<file path="src/design/mexp_pkg.sv">
// Package for the modular exponentiation unit.
// Holds widths, register addresses, microcode types and the microcode ROM.
// No dependencies.
package mexp_pkg;

  localparam int unsigned WORD_W      = 32;
  localparam int unsigned PROD_W      = 2 * WORD_W;
  localparam int unsigned EXP_BITS    = 32;
  localparam int unsigned BIT_CNT_W   = $clog2(EXP_BITS + 1);
  localparam int unsigned RED_CNT_W   = $clog2(PROD_W);
  localparam int unsigned PADDR_W     = 3;
  localparam int unsigned PC_W        = 4;
  localparam int unsigned ROM_DEPTH   = 14;

  localparam logic [WORD_W-1:0] MODULUS_RESET = 32'd1000000007;
  localparam logic              REG_MODULUS   = 1'b0;

  typedef enum logic [3:0] {
    OP_NONE,
    OP_LOAD,
    OP_RED_BASE,
    OP_WB_SQ,
    OP_MUL_ACC,
    OP_MUL_SQ,
    OP_RED_PROD,
    OP_WB_ACC,
    OP_NEXT_BIT,
    OP_EMIT
  } op_t;

  typedef enum logic [2:0] {
    C_NEXT,
    C_ALWAYS,
    C_NO_INPUT,
    C_RED_BUSY,
    C_LOOP_END,
    C_BIT_CLR,
    C_OUT_FULL
  } cond_t;

  typedef struct packed {
    op_t             op;
    cond_t           cond;
    logic [PC_W-1:0] target;
  } cw_t;

  typedef struct packed {
    logic in_valid;
    logic red_busy;
    logic loop_end;
    logic bit_clr;
    logic out_full;
  } status_t;

  localparam logic [PC_W-1:0] PC_IDLE   = 4'd0;
  localparam logic [PC_W-1:0] PC_WAIT_B = 4'd2;
  localparam logic [PC_W-1:0] PC_LOOP   = 4'd3;
  localparam logic [PC_W-1:0] PC_MUL_SQ = 4'd8;
  localparam logic [PC_W-1:0] PC_WAIT_A = 4'd7;
  localparam logic [PC_W-1:0] PC_WAIT_S = 4'd10;
  localparam logic [PC_W-1:0] PC_FINISH = 4'd12;

  function automatic cw_t rom_word(logic [PC_W-1:0] pc);
    cw_t w;
    w = '{op: OP_NONE, cond: C_ALWAYS, target: PC_IDLE};
    case (pc)
      4'd0:    w = '{op: OP_LOAD,     cond: C_NO_INPUT, target: PC_IDLE};
      4'd1:    w = '{op: OP_RED_BASE, cond: C_NEXT,     target: PC_IDLE};
      4'd2:    w = '{op: OP_WB_SQ,    cond: C_RED_BUSY, target: PC_WAIT_B};
      4'd3:    w = '{op: OP_NONE,     cond: C_LOOP_END, target: PC_FINISH};
      4'd4:    w = '{op: OP_NONE,     cond: C_BIT_CLR,  target: PC_MUL_SQ};
      4'd5:    w = '{op: OP_MUL_ACC,  cond: C_NEXT,     target: PC_IDLE};
      4'd6:    w = '{op: OP_RED_PROD, cond: C_NEXT,     target: PC_IDLE};
      4'd7:    w = '{op: OP_WB_ACC,   cond: C_RED_BUSY, target: PC_WAIT_A};
      4'd8:    w = '{op: OP_MUL_SQ,   cond: C_NEXT,     target: PC_IDLE};
      4'd9:    w = '{op: OP_RED_PROD, cond: C_NEXT,     target: PC_IDLE};
      4'd10:   w = '{op: OP_WB_SQ,    cond: C_RED_BUSY, target: PC_WAIT_S};
      4'd11:   w = '{op: OP_NEXT_BIT, cond: C_ALWAYS,   target: PC_LOOP};
      4'd12:   w = '{op: OP_EMIT,     cond: C_OUT_FULL, target: PC_FINISH};
      4'd13:   w = '{op: OP_NONE,     cond: C_ALWAYS,   target: PC_IDLE};
      default: w = '{op: OP_NONE,     cond: C_ALWAYS,   target: PC_IDLE};
    endcase
    return w;
  endfunction

endpackage

</file>
<file path="src/design/mexp_sequencer.sv">
// Microcode sequencer: step counter, ROM fetch and conditional jumps.
// Depends on mexp_pkg.
module mexp_sequencer
  import mexp_pkg::*;
(
  input  logic    clk,
  input  logic    rst,
  input  status_t status,
  output cw_t     cw
);

  logic [PC_W-1:0] pc;
  logic [PC_W-1:0] pc_next;
  logic            take;

  assign cw = rom_word(pc);

  always_comb begin
    case (cw.cond)
      C_NEXT:     take = 1'b0;
      C_ALWAYS:   take = 1'b1;
      C_NO_INPUT: take = !status.in_valid;
      C_RED_BUSY: take = status.red_busy;
      C_LOOP_END: take = status.loop_end;
      C_BIT_CLR:  take = status.bit_clr;
      C_OUT_FULL: take = status.out_full;
      default:    take = 1'b1;
    endcase
  end

  always_comb begin
    if (take) begin
      pc_next = cw.target;
    end else if (pc == PC_W'(ROM_DEPTH - 1)) begin
      pc_next = PC_IDLE;
    end else begin
      pc_next = pc + 1'b1;
    end
  end

  always_ff @(posedge clk) begin
    if (rst) begin
      pc <= PC_IDLE;
    end else begin
      pc <= pc_next;
    end
  end

endmodule

</file>
<file path="config.mk">
export PLATFORM = sky130hd
export DESIGN_NAME = mexp_sequencer
export DESIGN_NICKNAME = d
export VERILOG_FILES = /design/src/design/mexp_pkg.sv /design/src/design/mexp_sequencer.sv
export SDC_FILE = /design/constraint.sdc
export NUM_CORES = 1
export LEC_CHECK = 0
export ABC_AREA = 1
export BUFFER_PORTS_ARGS = -buffer_cell sky130_fd_sc_hd__clkbuf_2
export CORE_MARGIN = 2
export CORE_UTILIZATION = 47
export CTS_CLUSTER_DIAMETER = 120
export DETAILED_ROUTE_END_ITERATION = 6
export HOLD_SLACK_MARGIN = 0.06
export PLACE_DENSITY = 0.7
export SYNTH_ARGS = -nofsm -noshare
export SYNTH_HDL_FRONTEND = slang
export SYNTH_SLANG_ARGS = --single-unit
</file>
<file path="constraint.sdc">
create_clock -name clk -period 3.2 [get_ports clk]
set_input_delay 0.32 -clock clk [delete_from_list [all_inputs] [get_ports clk]]
set_output_delay 0.32 -clock clk [all_outputs]
set_load 0.03 [all_outputs]
</file>
==> flow_summary_export.csv, run 1 <==
group,metric,value,unit
outcome,status,"complete, no violations",
critical_path,cp_max_fo,6,
critical_path,r2r-start,"cw[5]$_DFF_P_",
critical_path,max_stage_delay,360,ps
sta,drv_slew,0,
die,rows,15,
global_routing,gr-total-overflow,0,
critical_path,r2r_end,"cw[5]$_DFF_P_",
finish,design_area,1020,sq um
detailed_routing,drtIter0Drc,10,
finish,final_common_cell,"nand2_1",
clock_tree,cts_buffers,3,
synth,ys_types,19,
placed_design,place_inst,150,
placed_design,gp_congestion,0.851,
clock_tree,cts-resized-gates,0,
critical_path,r2r_setup_slack,1400,ps
synth,syn_inst,108,
critical_path,critPathArrivalTime,1970,ps
clock_tree,postCtsHoldBufs,0,
sta,tightest_slew,330,ps
detailed_routing,wl_per_cell,10.3,um
die,core,1750,sq um
sta,clock_skew,1.92,ps
detailed_routing,ant_nets,0,
sta,max-slew-margin-rel,0.780,
clock_tree,clock_latency,270,ps
detailed_routing,drt_pass1_iterations,4,
finish,final_cell_mix,"nand2_1 (26), inv_1 (21), clkbuf_2 (17), dfxtp_1 (15), nand3_1 (10)",
sta,fin_crit_sh,0.562,
run,cap_violations,0,
global_routing,grt_start_max_net_pins,9,
detailed_routing,routed_via_density,4.95,
clock_tree,clock_sinks,15,
placed_design,dpl.hpwl,1.32,mm
global_routing,track_usage,0.167,
clock_tree,cts_root_buf,"clkbuf_4",
die,die-height,47.2,um
die,start_util,0.502,
critical_path,crit_path_end,"cw[5]$_DFF_P_",
worst_hold_path,worstHoldPathType,"in -> reg",
critical_path,worstSetupStartpoint,"cw[5]$_DFF_P_",
power_and_ir_drop,p_leak,0.581,nW
synth,yosysWarnings,0,
critical_path,start_kind,"register",
finish,nNetsFinal,141,
global_routing,grt_pass1_wl,2.63,mm
die,ioPinCount,18,
detailed_routing,drc_errors,0,
sta,fmax,0.556,GHz
placed_design,port_buffers,17,
finish,drive_gt1_frac,0.302,
die,die-area,2230,sq um
clock_tree,path_clk_slew,80,ps
detailed_routing,vias,763,
finish,layout.cells.non_filler,154,
power_and_ir_drop,ir_worst_vdd,0.000588,V
synth,synth_top_area_frac,0.343,
synth,yosysSeqAreaShare,0.343,
synth,synth-seq-cells,15,
clock_tree,cts_tree,"built",
synth,netlist_area,876,sq um
finish,synthToLayoutAreaGrowth,16.3,%
synth,synth_top_cell_by_area,"dfxtp_1",
sta,fin_tns_setup,0,ps
clock_tree,cts_buffer_depth,2,
sta,rsz0062_at_grt,"no",
sta,timing.hold.ws,339,ps
synth,synth_fp_nets,119,
critical_path,reg2reg_depth,11,
sta,timing.final.hold_violations,0,
synth,synth.avg_cell_area,8.11,sq um
sta,setup_viol,0,
die,fp.dieW,47.2,um
clock_tree,h-tree-depth,1,
critical_path,required,3370,ps
critical_path,worst_path_max_delay_cell,"dfxtp_1",
detailed_routing,wl,1.59,mm
synth,synthTopCellsByArea,"dfxtp_1 (34%), nand2_1 (11%), inv_1 (9.0%)",
clock_tree,post_cts_buffers,0,
sta,layout_min_cycle_time,1800,ps
finish,diodes,0,
global_routing,antenna_found_initial,0,
global_routing,grt_pass1_vias,642,
critical_path,cp_common_cell,"nand2_1",
power_and_ir_drop,p_per_area,1130,nW/um^2
critical_path,end_kind,"register",
critical_path,worstPathCellList,"o21ai_1, nand3_4, nand2_4, nand2_1, nand3_2, inv_1, ha_1, nand4_1, nand2_1, nand2_1, nand2_1",
placed_design,place_area,992,sq um
critical_path,path_class,"reg -> reg",
## sequential cells by signal (all words and copies together), names as in the netlist
signal	cells
cw	11
pc	4
## per-layer routing
| metal | global-route usage | wire length, um | vias up |
|---|---|---|---|
| li1 | - | - | 384 |
| met1 | 0.210 | 693 | 351 |
| met2 | 0.279 | 794 | 24 |
| met3 | 0.0231 | 67 | 4 |
| met4 | 0.0833 | 31 | 0 |
| met5 | 0 | 0 | - |
## per-stage QoR
stage,setup slack (ps),power [mW],utilization
floorplan,1380,0.912,-
global placement,1440,1.05,0.568
detailed placement,1370,1.06,0.568
CTS,1390,1.17,0.584
global route,1220,1.27,0.584
finish,1400,1.15,0.584
## worst max-delay path: cells and delay by family (launching register included)
kind	cells	cell delay (ps)
DFF	1	360
AOI/OAI and AO/OA	1	220
buffers and inverters	1	90
adders and majority gates	1	260
and+or+nand+nor	8	760
## cells in the mapped netlist
| library cell | instances |
|---|---|
| nor2_8 | 1 |
| nand2_2 | 2 |
| inv_1 | 21 |
| o21bai_1 | 1 |
| nand3_4 | 3 |
| nand2_1 | 26 |
| nand3_1 | 10 |
| o22ai_1 | 1 |
| nor2_4 | 1 |
| nand3_2 | 7 |
| ha_1 | 4 |
| nand4_1 | 3 |
| nand3b_1 | 2 |
| dfxtp_1 | 15 |
| nand2_4 | 5 |
| o21ai_0 | 1 |
| nor2_1 | 1 |
| o21ai_1 | 3 |
| a21oi_1 | 1 |
## worst min-delay path by stage
| stage | from | endpoint | slack, ps | cells past startpoint |
|---|---|---|---|---|
| 4_1_cts | rst | pc[2]$_SDFF_PP0_ | 330 | 2 |
| 2_1_floorplan | rst | pc[2]$_SDFF_PP0_ | 410 | 1 |
| 6_report | rst | pc[2]$_SDFF_PP0_ | 340 | 2 |
| 5_1_grt | rst | pc[2]$_SDFF_PP0_ | 320 | 2 |
| 3_3_place_gp | rst | pc[2]$_SDFF_PP0_ | 630 | 2 |
| 3_5_place_dp | rst | pc[2]$_SDFF_PP0_ | 640 | 2 |
## report_power, final
group	total, mW	internal [mW]	switching [mW]
sequential	0.308	0.264	0.0445
combinational	0.742	0.236	0.506
clock	0.104	0.0483	0.0560
## layout make-up
class                           instances  area (sq um)
Timing Repair Buffer                   17          85.1
Inverter                               21          78.8
Fill cell                             160           727
Sequential cell                        15           300
Multi-Input combinational cell         72           497
Clock buffer                            4          26.3
Tap cell                               25          31.3
## kinds of logic after synthesis
family / synth area share
adders and majority gates: 0.0571
DFF: 0.343
and+or+nand+nor: 0.466
AOI/OAI and AO/OA: 0.0443
buffers and inverters: 0.0900
No activity file was read; power rests on OpenSTA's default activity.
==> run 2: changes to the inputs <==
- PLACE_DENSITY: 0.7 -> 0.73
- clock period: 3.2 -> 1.4 ns (I/O delays scaled with it)
==> run 2 against run 1 <==
  * The flow now finishes with violations (setup timing)
  * Global-route usage grew 3.9 points
  * First-iteration DRC count grew 60%
  * Clock power grew 130%
  * Clock skew shrank 1.1 ps
  * Total power grew to 3.0 times the previous value
  * Sequential share of layout area shrank 5.9 points
  * Core utilization grew 17 points
  * Cell count grew 13%
  * Fmax grew 12%
  * Combinational power grew to 3.4 times the previous value
  * Via count grew 7.7%
  * Highest routed layer unchanged
==> flow_summary_export.csv, run 2 (synthesis gave the netlist of run 1 again) <==
group,metric,value,unit
critical_path,critPathArrivalTime,1770,ps
worst_hold_path,min_from,"rst",
finish,final_common_cell,"nand2_1",
clock_tree,cts_buffers,3,
finish,drive_gt1_frac,0.557,
sta,fin_crit_sh,1.14,
sta,setup_viol,13,
worst_hold_path,min_to,"cw[2]$_DFF_P_",
worst_hold_path,worstHoldPathType,"in -> reg",
clock_tree,cts_buffer_depth,2,
worst_hold_path,hold_depth,5,
clock_tree,cts_tree,"built",
clock_tree,path_clk_slew,80,ps
critical_path,end_kind,"register",
power_and_ir_drop,p_leak,0.687,nW
sta,layout_min_cycle_time,1600,ps
sta,rsz0062_at_grt,"yes",
die,fp.dieW,47.2,um
detailed_routing,drc_errors,0,
critical_path,worst-path-stages,11,
sta,drv_slew,0,
global_routing,antenna_found_initial,0,
sta,fmax,0.624,GHz
finish,layout.cells.non_filler,174,
outcome,status,"complete, but fails checks",
clock_tree,clock_sinks,15,
power_and_ir_drop,p_per_area,2680,nW/um^2
global_routing,gr-total-overflow,0,
placed_design,place_area,1190,sq um
finish,final_cell_mix,"nand2_1 (21), buf_4 (19), clkbuf_2 (17), inv_1 (15), dfxtp_1 (12)",
finish,synthToLayoutAreaGrowth,49.7,%
sta,clock_skew,0.769,ps
detailed_routing,wl_per_cell,11.7,um
critical_path,max_stage_delay,410,ps
critical_path,r2r_end,"cw[4]$_DFF_P_",
sta,timing.final.hold_violations,0,
power_and_ir_drop,ir_worst_vdd,0.00161,V
critical_path,cp_common_cell,"nand2_1",
finish,design_area,1310,sq um
clock_tree,postCtsHoldBufs,0,
critical_path,crit_buf_inv,1,
critical_path,r2r_setup_slack,-200,ps
placed_design,port_buffers,17,
detailed_routing,drtIter0Drc,16,
critical_path,worstPathCellList,"nand2_2, nand2_2, nand3_4, nand3b_1, nand3_4, ha_4, inv_2, nand2_1, nand2_1, nand2_1, nand2_1",
detailed_routing,ant_nets,0,
placed_design,gp_congestion,0.867,
die,ioPinCount,18,
run,cap_violations,0,
critical_path,reg2reg_depth,11,
detailed_routing,drt_pass1_iterations,4,
detailed_routing,routed_via_density,4.72,
global_routing,grt_pass1_vias,752,
die,die-area,2230,sq um
clock_tree,cts_root_buf,"clkbuf_4",
die,rows,15,
critical_path,cp_max_fo,6,
global_routing,grt_start_max_net_pins,9,
sta,timing.hold.ws,296,ps
global_routing,track_usage,0.206,
clock_tree,clock_latency,280,ps
detailed_routing,wl,2.03,mm
finish,nNetsFinal,161,
critical_path,crit_family,"simple AND/OR/NAND/NOR gates",
sta,tightest_slew,252,ps
placed_design,dpl.hpwl,1.59,mm
detailed_routing,vias,822,
die,core,1750,sq um
critical_path,r2r-start,"cw[5]$_DFF_P_",
die,start_util,0.502,
global_routing,grt_pass1_wl,3.11,mm
clock_tree,h-tree-depth,1,
placed_design,place_inst,165,
sta,max-slew-margin-rel,0.832,
critical_path,worst_path_max_delay_cell,"dfxtp_4",
critical_path,start_kind,"register",
critical_path,path_class,"reg -> reg",
sta,setup_ws,-202,ps
outcome,violations,"setup timing",
die,die-height,47.2,um
critical_path,required,1570,ps
finish,diodes,0,
finish,largest_reg_flops,11,
==> run 2: cell type report <==
| cell class | count | area [sq um] |
|---|---|---|
| well taps | 25 | 31.3 |
| repair buffers | 37 | 239 |
| flip-flops and latches | 15 | 309 |
| fillers | 129 | 434 |
| clock buffers | 4 | 26.3 |
| multi-input cells | 72 | 624 |
| inverters | 21 | 81.3 |
==> run 2: where the power goes <==
part	internal, mW	switching, mW
Clock	0.111	0.129
Sequential	0.623	0.125
Combinational	1.03	1.50
Total	1.76	1.76
==> run 2: how the worst max path moves through the flow <==
stage	from	endpoint	slack, ps
3_3_place_gp	cw[5]$_DFF_P_	cw[4]$_DFF_P_	-160
5_1_grt	cw[5]$_DFF_P_	cw[4]$_DFF_P_	-290
6_report	cw[5]$_DFF_P_	cw[4]$_DFF_P_	-200
4_1_cts	cw[5]$_DFF_P_	cw[4]$_DFF_P_	-200
3_5_place_dp	cw[5]$_DFF_P_	cw[4]$_DFF_P_	-210
2_1_floorplan	cw[5]$_DFF_P_	cw[4]$_DFF_P_	-140
==> run 2: per-stage QoR <==
step / setup WS (ps) / setup TNS [ps] / util / power, mW
2_1_floorplan: -142 / -797 / - / 2.28
3_3_place_gp: -159 / -580 / 0.682 / 2.87
3_5_place_dp: -205 / -1110 / 0.682 / 2.93
4_1_cts: -200 / -1180 / 0.709 / 3.25
5_1_grt: -293 / -2770 / 0.751 / 3.78
6_report: -202 / -1500 / 0.751 / 3.52
==> run 2: timing repair <==
item                                    4_1_cts  5_1_grt
gates resized for setup                       4        9
buffers inserted                              1        4
endpoints found under the setup margin       11       11
pin swaps                                     5        5
==> run 2: layer usage <==
metal	wire length (um)	vias to the layer above	GRT usage
li1	-	424	-
met1	879	375	0.242
met2	1050	19	0.353
met3	45	4	0.0115
met4	55	0	0.150
met5	0	-	0
==> run 2: worst register-to-register path, delay by kind of cell (launching register included) <==
| family | cells | cell delay [ps] |
|---|---|---|
| DFF | 1 | 410 |
| and+or+nand+nor | 9 | 750 |
| adders and majority gates | 1 | 300 |
| buffers and inverters | 1 | 30 |
