===== src/design/mexp_pkg.sv =====
// Package for the modular exponentiation unit.
// Holds widths, register addresses, microcode types and the microcode ROM.
// No dependencies.
package mexp_pkg;

  localparam int unsigned WORD_W      = 32;
  localparam int unsigned PROD_W      = 2 * WORD_W;
  localparam int unsigned EXP_BITS    = 32;
  localparam int unsigned BIT_CNT_W   = $clog2(EXP_BITS + 1);
  localparam int unsigned RED_CNT_W   = $clog2(PROD_W);
  localparam int unsigned PADDR_W     = 3;
  localparam int unsigned PC_W        = 4;
  localparam int unsigned ROM_DEPTH   = 14;

  localparam logic [WORD_W-1:0] MODULUS_RESET = 32'd1000000007;
  localparam logic              REG_MODULUS   = 1'b0;

  typedef enum logic [3:0] {
    OP_NONE,
    OP_LOAD,
    OP_RED_BASE,
    OP_WB_SQ,
    OP_MUL_ACC,
    OP_MUL_SQ,
    OP_RED_PROD,
    OP_WB_ACC,
    OP_NEXT_BIT,
    OP_EMIT
  } op_t;

  typedef enum logic [2:0] {
    C_NEXT,
    C_ALWAYS,
    C_NO_INPUT,
    C_RED_BUSY,
    C_LOOP_END,
    C_BIT_CLR,
    C_OUT_FULL
  } cond_t;

  typedef struct packed {
    op_t             op;
    cond_t           cond;
    logic [PC_W-1:0] target;
  } cw_t;

  typedef struct packed {
    logic in_valid;
    logic red_busy;
    logic loop_end;
    logic bit_clr;
    logic out_full;
  } status_t;

  localparam logic [PC_W-1:0] PC_IDLE   = 4'd0;
  localparam logic [PC_W-1:0] PC_WAIT_B = 4'd2;
  localparam logic [PC_W-1:0] PC_LOOP   = 4'd3;
  localparam logic [PC_W-1:0] PC_MUL_SQ = 4'd8;
  localparam logic [PC_W-1:0] PC_WAIT_A = 4'd7;
  localparam logic [PC_W-1:0] PC_WAIT_S = 4'd10;
  localparam logic [PC_W-1:0] PC_FINISH = 4'd12;

  function automatic cw_t rom_word(logic [PC_W-1:0] pc);
    cw_t w;
    w = '{op: OP_NONE, cond: C_ALWAYS, target: PC_IDLE};
    case (pc)
      4'd0:    w = '{op: OP_LOAD,     cond: C_NO_INPUT, target: PC_IDLE};
      4'd1:    w = '{op: OP_RED_BASE, cond: C_NEXT,     target: PC_IDLE};
      4'd2:    w = '{op: OP_WB_SQ,    cond: C_RED_BUSY, target: PC_WAIT_B};
      4'd3:    w = '{op: OP_NONE,     cond: C_LOOP_END, target: PC_FINISH};
      4'd4:    w = '{op: OP_NONE,     cond: C_BIT_CLR,  target: PC_MUL_SQ};
      4'd5:    w = '{op: OP_MUL_ACC,  cond: C_NEXT,     target: PC_IDLE};
      4'd6:    w = '{op: OP_RED_PROD, cond: C_NEXT,     target: PC_IDLE};
      4'd7:    w = '{op: OP_WB_ACC,   cond: C_RED_BUSY, target: PC_WAIT_A};
      4'd8:    w = '{op: OP_MUL_SQ,   cond: C_NEXT,     target: PC_IDLE};
      4'd9:    w = '{op: OP_RED_PROD, cond: C_NEXT,     target: PC_IDLE};
      4'd10:   w = '{op: OP_WB_SQ,    cond: C_RED_BUSY, target: PC_WAIT_S};
      4'd11:   w = '{op: OP_NEXT_BIT, cond: C_ALWAYS,   target: PC_LOOP};
      4'd12:   w = '{op: OP_EMIT,     cond: C_OUT_FULL, target: PC_FINISH};
      4'd13:   w = '{op: OP_NONE,     cond: C_ALWAYS,   target: PC_IDLE};
      default: w = '{op: OP_NONE,     cond: C_ALWAYS,   target: PC_IDLE};
    endcase
    return w;
  endfunction

endpackage


===== src/design/mexp_reducer.sv =====
// Iterative 64-by-32 remainder unit, one quotient bit per cycle.
// A modulus of zero stands for 2^32 and returns the low word at once.
// Depends on mexp_pkg.
module mexp_reducer
  import mexp_pkg::*;
(
  input  logic              clk,
  input  logic              rst,
  input  logic              start,
  input  logic [PROD_W-1:0] value,
  input  logic [WORD_W-1:0] modulus,
  output logic              busy,
  output logic [WORD_W-1:0] result
);

  logic [PROD_W-1:0]    shreg;
  logic [WORD_W-1:0]    rem;
  logic [RED_CNT_W-1:0] cnt;
  logic [WORD_W:0]      trial;
  logic                 fits;

  assign trial  = {rem, shreg[PROD_W-1]};
  assign fits   = trial >= {1'b0, modulus};
  assign result = rem;

  always_ff @(posedge clk) begin
    if (rst) begin
      busy <= 1'b0;
    end else if (start) begin
      busy <= (modulus != '0);
    end else if (busy && cnt == '0) begin
      busy <= 1'b0;
    end
  end

  always_ff @(posedge clk) begin
    if (start) begin
      shreg <= value;
      cnt   <= RED_CNT_W'(PROD_W - 1);
      rem   <= (modulus == '0) ? value[WORD_W-1:0] : '0;
    end else if (busy) begin
      shreg <= {shreg[PROD_W-2:0], 1'b0};
      cnt   <= cnt - 1'b1;
      rem   <= fits ? WORD_W'(trial - {1'b0, modulus}) : trial[WORD_W-1:0];
    end
  end

endmodule


===== config.mk =====
export PLATFORM = sky130hd
export DESIGN_NAME = mexp_reducer
export DESIGN_NICKNAME = d
export VERILOG_FILES = /design/src/design/mexp_pkg.sv /design/src/design/mexp_reducer.sv
export SDC_FILE = /design/constraint.sdc
export NUM_CORES = 1
export LEC_CHECK = 0
export BUFFER_PORTS_ARGS = -buffer_cell sky130_fd_sc_hd__buf_4
export CORE_ASPECT_RATIO = 1.2
export CORE_MARGIN = 3
export CORE_UTILIZATION = 30
export DETAILED_ROUTE_END_ITERATION = 10
export PLACE_DENSITY_LB_ADDON = 0.15
export SLEW_MARGIN = 20
export SYNTH_ARGS = -nofsm -noshare
export SYNTH_HDL_FRONTEND = slang
export SYNTH_SLANG_ARGS = --single-unit

===== constraint.sdc =====
create_clock -name clk -period 6.1 [get_ports clk]
set_input_delay 0.61 -clock clk [delete_from_list [all_inputs] [get_ports clk]]
set_output_delay 0.61 -clock clk [all_outputs]
set_load 0.03 [all_outputs]

==> results of run 1 <==
==> registers in the layout, indices dropped and copies added (netlist names) <==
signal and flops:
shreg 64, result 32, cnt 6, busy 1
==> path summary, 6_finish.rpt <==
check             startpoint          to  cells past startpoint
setup / recovery   result[1]  result[28]                     10
hold / removal           rst        busy                      2
setup reg to reg   result[1]  result[28]                     10
hold reg to reg       cnt[4]      cnt[4]                      2
==> cell families after synthesis <==
family / after synthesis / synth area share
AO/OA/AOI/OAI: 161 / 0.158
XOR/XNOR: 28 / 0.0372
adder cells (fa/ha/maj): 34 / 0.0657
buffers and inverters: 97 / 0.0615
flip-flops: 103 / 0.459
multiplexers: 54 / 0.0903
AND/OR/NAND/NOR: 180 / 0.128
==> layer usage <==
metal  vias up  global-route usage
li1       2629                   -
met4         0              0.0649
met5         -                   0
met3        26              0.0378
met1      2501               0.197
met2       159               0.257
==> layout make-up <==
cell class	instances	area, sq um
Fill cell	2148	13200
Multi-Input combinational cell	457	3170
Sequential cell	103	3020
Timing Repair Buffer	134	1010
Tap cell	270	338
Inverter	65	244
Clock buffer	9	225
Clock inverter	6	55.1
==> layout by cell type, fill, tap and decap left out, types with 3 or more instances in the layout <==
cell and instances:
sky130_fd_sc_hd__nand2b_1 3, sky130_fd_sc_hd__nor2b_1 5, sky130_fd_sc_hd__mux2_2 44, sky130_fd_sc_hd__a21oi_2 3, sky130_fd_sc_hd__nand4_1 9, sky130_fd_sc_hd__buf_4 134, sky130_fd_sc_hd__nand3_1 15, sky130_fd_sc_hd__mux2i_1 10
sky130_fd_sc_hd__a22oi_1 7, sky130_fd_sc_hd__and3_1 4, sky130_fd_sc_hd__nand2_1 68, sky130_fd_sc_hd__ha_1 33, sky130_fd_sc_hd__a31oi_1 10, sky130_fd_sc_hd__a21o_1 14, sky130_fd_sc_hd__edfxtp_1 96, sky130_fd_sc_hd__clkinv_4 4
sky130_fd_sc_hd__xor2_1 6, sky130_fd_sc_hd__nor2_1 43, sky130_fd_sc_hd__o21ai_0 39, sky130_fd_sc_hd__o22ai_1 9, sky130_fd_sc_hd__nor4_1 11, sky130_fd_sc_hd__o21a_1 3, sky130_fd_sc_hd__xnor2_1 22, sky130_fd_sc_hd__o21ai_1 4
sky130_fd_sc_hd__o32ai_1 10, sky130_fd_sc_hd__dfxtp_1 7, sky130_fd_sc_hd__nor3_1 7, sky130_fd_sc_hd__inv_1 65, sky130_fd_sc_hd__clkbuf_16 9, sky130_fd_sc_hd__a211oi_1 5, sky130_fd_sc_hd__a21oi_1 37
==> through the flow <==
step,total power [W],setup slack [ps]
final,0.00268,2540
after global routing,0.00285,2220
after CTS,0.00271,2490
after detailed placement,0.00215,2250
after global placement,0.00216,2290
after floorplan,0.00180,2470
==> synthesized netlist by cell type (3+ instances only) <==
cell type / instances
sky130_fd_sc_hd__o21ai_0: 39
sky130_fd_sc_hd__a21oi_2: 3
sky130_fd_sc_hd__buf_6: 4
sky130_fd_sc_hd__a21oi_1: 37
sky130_fd_sc_hd__nor4_1: 11
sky130_fd_sc_hd__dfxtp_1: 7
sky130_fd_sc_hd__clkbuf_1: 15
sky130_fd_sc_hd__nor2_1: 43
sky130_fd_sc_hd__ha_1: 33
sky130_fd_sc_hd__o21ai_1: 4
sky130_fd_sc_hd__o21a_1: 3
sky130_fd_sc_hd__mux2i_1: 10
sky130_fd_sc_hd__buf_1: 4
sky130_fd_sc_hd__a21o_1: 14
sky130_fd_sc_hd__nand2b_1: 3
sky130_fd_sc_hd__mux2_2: 44
sky130_fd_sc_hd__and3_1: 4
sky130_fd_sc_hd__xnor2_1: 22
sky130_fd_sc_hd__nand2_1: 69
sky130_fd_sc_hd__a22oi_1: 7
sky130_fd_sc_hd__nor3_1: 7
sky130_fd_sc_hd__nand4_1: 9
sky130_fd_sc_hd__nand3_1: 15
sky130_fd_sc_hd__inv_1: 65
sky130_fd_sc_hd__nor2b_1: 5
sky130_fd_sc_hd__edfxtp_1: 96
sky130_fd_sc_hd__buf_2: 9
sky130_fd_sc_hd__a211oi_1: 5
sky130_fd_sc_hd__xor2_1: 6
sky130_fd_sc_hd__a31oi_1: 10
sky130_fd_sc_hd__o22ai_1: 9
sky130_fd_sc_hd__o32ai_1: 10
==> power by group through the flow <==
stage	logic (W)	registers, W	clock network (W)
CTS	0.00115	0.000992	0.000566
detailed placement	0.00114	0.00101	0
floorplan	0.000723	0.00108	0
global route	0.00126	0.00100	0.000596
finish	0.00115	0.000989	0.000545
global placement	0.00115	0.00101	0
==> impl_summary.txt, run 1 <==
----------------------------------------------------
[Timing]
  Worst clock skew ... 11.8 ps
  Max-slew violation count ... 0
  Post-Route Hold Slack ... 416 ps
  Period utilization ... 0.584
  Actual slew at the worst max-slew pin ... 1070 ps
  Final count of negative-setup-slack endpoints ... 0
  Hold Fails Final Rpt ... 0
  Setup repair after global routing missed its margin ... no
  Peak Freq ... 281 MHz
  Headroom to the max-slew limit ... 0.288
  Fin Setup TNS ... 0 ps
  Post-layout minimum cycle time ... 3560 ps

[Pwr]
  Register share of total power ... 0.369
  Worst ir drop on vdd ... 126 uV
  Power share of the clock group ... 0.203
  Static leakage power ... 3.43 nW
  Total internal power ... 0.00165 W
  Power density cells ... 332 mW/mm^2
  Switching power as a share of total power ... 0.385
  Part of the total power dissipated in combinational logic ... 0.427
  Net switching power figure ... 0.00103 W

[Setup path]
  Worst setup EP type ... register
  Buf/Inv on CP ... 1
  Slowest Stage Delay on Critical Path ... 610 ps
  Required time of the critical path ... 6150 ps
  CP max FO ... 18
  CP Launch Type ... register
  Worst endpoint data arrival time ... 3610 ps
  Critical Path, Cell by Cell ... ha_1 -> nand3_1 -> o21ai_2 -> a21oi_2 -> o31ai_4 -> a21o_1 -> and2_1 -> buf_4 -> mux2i_1 -> o22ai_1
  Internal reg-to-reg setup slack ... 2540 ps
  Largest delay share family, worst path ... compound AO/OA/AOI/OAI gates
  CP max-delay cell ... sky130_fd_sc_hd__and2_1
  Critical Setup Path Class ... reg2reg

[Yosys]
  Top cells by area in the synthesized netlist ... sky130_fd_sc_hd__edfxtp_1, sky130_fd_sc_hd__mux2_2, sky130_fd_sc_hd__ha_1
  Count of distinct cell types in the synthesized netlist ... 58
  Async set-reset flop share out of synthesis ... 0
  Yosys synthesis warning count ... 0
  Synthesized net count ... 790
  Post-synth top flop ... sky130_fd_sc_hd__edfxtp_1
  Summed instance area of the synthesized netlist ... 0.00659 sq mm
  Flip-flop and latch count after synthesis ... 103
  Dominant cell type by area after synthesis ... sky130_fd_sc_hd__edfxtp_1
  EDFF count, synth ... 96
  Cell count after synthesis ... 657
  Sequential area share after synthesis ... 0.459
  Average footprint of a synthesized cell ... 10.0 sq um
  Area share of the leading cell type in the synthesized netlist ... 0.437

[Route]
  Post-route DRC violation count ... 0
  Routed length on met2 ... 8980 um
  Final wirelength ... 18,900 um
  Average detailed-routed wire length per instance ... 18.1 um
  Amount of wire on met3 after detailed routing ... 1150 um
  Mean number of vias per cell ... 5.09
  Routed via count ... 5,315
  Number of iterations in the first detailed-routing pass ... 5
  Routed metal-1 wirelength ... 8170 um
  Detailed Route Iter0 Violations ... 270
  Top layer used by detailed routing ... met4
  Antenna viol nets, final ... 0

[Die]
  Placeable core area ... 0.0213 sq mm
  I/O pin cnt ... 132
  Die ar. ... 0.0238 sq mm
  Initial Utilization ... 0.310
  DIE HEIGHT ... 168 um
  Die Span X ... 141 um
  Std-Cell Rows ... 58

[Global routing]
  Maximum number of pins on one net before global-route repair ... 106
  GRT Total Usage ... 0.157
  GRT Residual Overflow ... 0
  First-pass GRT wire length ... 29,300 um
  Antenna violations before repair ... 0
  Number of global-route vias before repair ... 5,364

[Placement]
  RePlAce Congestion ... 0.831
  Dpl cell area ... 0.00778 sq mm
  Post-Place Cells ... 1,029
  HPWL after detailed placement ... 14,900 um
  IO buf count ... 131

[Layout]
  Fraction of layout instances using a drive strength above 1 ... 0.266
  Synth-to-layout area growth ... 22.3%
  Antenna diodes ... 0
  Non-filler instance count after layout ... 1,044
  Final core occ ... 0.379
  Fin area ... 0.00806 sq mm
  Nets ... 903

[CTS]
  Number of H-tree branching levels ... 3
  Post-CTS Setup Repair Bufs ... 0
  CTS tree ... done
  Number of buffers created by CTS ... 9
  Count of cells resized by post-cts repair ... 0
  Clk slew on worst S/H paths ... 70 ps
  Clk_lat worst skew ... 350 ps
  CTS root buf ... sky130_fd_sc_hd__clkbuf_16
  Max clock buf depth ... 2
  Total clock sinks ... 103
  Cts-stage hold buffer count ... 0

[Flow run]
  Maxcap violations ... 0

[Outcome]
  Run status ... completed

[Hold path]
  Path class of the lowest-slack min-delay path ... in2reg

----------------------------------------------------
Note: power is estimated with default switching activity, not from simulation.
==> run 2: changes to the inputs <==
- clock period: 6.1 -> 3.4 ns (I/O delays scaled with it)
==> run 2 against run 1 <==
Compared with the run above: die area unchanged; first-iteration DRC count up 17%; hold slack worse by 260 ps; routed wire length down 0.12%; final area up 1.7%; core utilization up 0.65 points; sequential cell count unchanged; largest cell class unchanged; largest power group unchanged.
==> impl_summary.txt, run 2 (synthesis results as in run 1) <==
----------------------------------------------------
[Pwr]
  Power density cells ... 605 mW/mm^2
  Register share of total power ... 0.357
  Part of the total power dissipated in combinational logic ... 0.428
  Net switching power figure ... 0.00188 W
  Total internal power ... 0.00308 W
  Power share of the clock group ... 0.215
  Worst ir drop on vdd ... 205 uV
  Switching power as a share of total power ... 0.380
  Static leakage power ... 3.50 nW

[Setup path]
  Critical Setup Path Class ... reg2reg
  Worst setup EP type ... register
  Worst path most repeated cell ... sky130_fd_sc_hd__inv_1
  Worst endpoint data arrival time ... 3240 ps
  CP max-delay cell ... sky130_fd_sc_hd__fa_1
  Critical Path, Cell by Cell ... inv_1 -> ha_1 -> inv_1 -> fa_1 -> a211oi_1 -> nor2_1 -> o311ai_1 -> buf_4 -> a21oi_2 -> o21ai_4 -> o21ai_1 -> a31oi_1 -> and4_1 -> nor3_1
  Required time of the critical path ... 3500 ps
  CP Launch Type ... register
  Slowest Stage Delay on Critical Path ... 410 ps
  CP max FO ... 5

[CTS]
  Post-CTS Setup Repair Bufs ... 0
  Count of cells resized by post-cts repair ... 0
  CTS tree ... done
  Clk slew on worst S/H paths ... 80 ps
  Number of H-tree branching levels ... 3
  Cts-stage hold buffer count ... 0
  CTS root buf ... sky130_fd_sc_hd__clkbuf_16
  Number of buffers created by CTS ... 9
  Max clock buf depth ... 2
  Clk_lat worst skew ... 350 ps
  Total clock sinks ... 103

[Route]
  Antenna viol nets, final ... 0
  Mean number of vias per cell ... 5.07
  Number of iterations in the first detailed-routing pass ... 5
  Average detailed-routed wire length per instance ... 17.9 um
  Detailed Route Iter0 Violations ... 315
  Routed via count ... 5,356
  Final wirelength ... 18,900 um
  Post-route DRC violation count ... 0

[Timing]
  Worst clock skew ... 17.0 ps
  Post-Route Hold Slack ... 154 ps
  Post-layout worst setup margin ... 252 ps
  Final count of negative-setup-slack endpoints ... 0
  Period utilization ... 0.926
  Hold Fails Final Rpt ... 0
  Fin Setup TNS ... 0 ps
  Setup repair after global routing missed its margin ... no
  Max-slew violation count ... 0
  Headroom to the max-slew limit ... 0.507
  Actual slew at the worst max-slew pin ... 733 ps
  Post-layout minimum cycle time ... 3150 ps
  Peak Freq ... 318 MHz

[Placement]
  HPWL after detailed placement ... 14,800 um
  IO buf count ... 131
  Post-Place Cells ... 1,040
  Post-placement setup slack ... 195 ps
  RePlAce Congestion ... 0.855

[Die]
  DIE HEIGHT ... 168 um
  Die Span X ... 141 um
  Std-Cell Rows ... 58
  Initial Utilization ... 0.310
  I/O pin cnt ... 132
  Placeable core area ... 0.0213 sq mm
  Die ar. ... 0.0238 sq mm

[Layout]
  Nets ... 914
  Synth-to-layout area growth ... 24.4%
  Final core occ ... 0.386
  Fraction of layout instances using a drive strength above 1 ... 0.276
  Number of flip-flops in the largest register ... 64
  Commonest non-fill, non-tap cell in the layout ... sky130_fd_sc_hd__buf_4
  Top reg by flops ... shreg
  Most frequent cells in the layout ... sky130_fd_sc_hd__buf_4, sky130_fd_sc_hd__edfxtp_1, sky130_fd_sc_hd__nand2_1
  Non-filler instance count after layout ... 1,056
  Antenna diodes ... 0

[Global routing]
  First-pass GRT wire length ... 29,800 um
  Number of global-route vias before repair ... 5,578
  Antenna violations before repair ... 0
  Maximum number of pins on one net before global-route repair ... 130
  GRT Total Usage ... 0.157
  GRT Residual Overflow ... 0

[Outcome]
  Run status ... completed

[Hold path]
  Path class of the lowest-slack min-delay path ... in2reg

[Flow run]
  Maxcap violations ... 0

----------------------------------------------------
## run 2: layout make-up
| class | count | area, sq um |
|---|---|---|
| multi-input combinational | 457 | 3180 |
| tap | 270 | 338 |
| clock buffer | 9 | 225 |
| clock inverter | 7 | 77.6 |
| inverter | 65 | 244 |
| timing repair buffer | 145 | 1110 |
| fill | 2173 | 13100 |
| sequential | 103 | 3020 |
## run 2: power by group through the flow
stage               logic [W]  registers (W)  clock network [W]
floorplan             0.00130        0.00193                  0
global placement      0.00211        0.00180                  0
detailed placement    0.00210        0.00180                  0
CTS                   0.00212        0.00177            0.00110
global route          0.00233        0.00179            0.00115
finish                0.00212        0.00177            0.00107
## run 2: per-layer routing
layer,routed length (um),share of wire,global-route usage,up-vias
li1,-,-,-,2653
met1,8390,0.44,0.206,2522
met2,8880,0.47,0.254,152
met3,1050,0.055,0.0298,29
met4,569,0.030,0.0636,0
met5,0,0,0,-
## run 2: path summary, 6_finish.rpt
kind / from / endpoint / slack (ps) / depth (start not counted)
worst max-delay path: shreg[63] / result[24] / 250 / 14
worst min-delay path: rst / busy / 150 / 2
worst max register to register: shreg[63] / result[24] / 250 / 14
worst min register to register: cnt[4] / cnt[4] / 520 / 2
## run 2: metrics by stage
stage	area [sq um]	total power, W
6_report	8200	0.00496
2_1_floorplan	6590	0.00323
4_1_cts	8190	0.00499
3_5_place_dp	7890	0.00390
3_3_place_gp	7890	0.00391
5_1_grt	8200	0.00527
## run 2: worst max-delay path, delay by kind of cell, from the launching register on
| family | cells | cell delay, ps |
|---|---|---|
| flops | 1 | 390 |
| buf+inv | 3 | 310 |
| simple gates | 3 | 380 |
| compound gates | 6 | 1270 |
| fa+ha+maj | 2 | 540 |
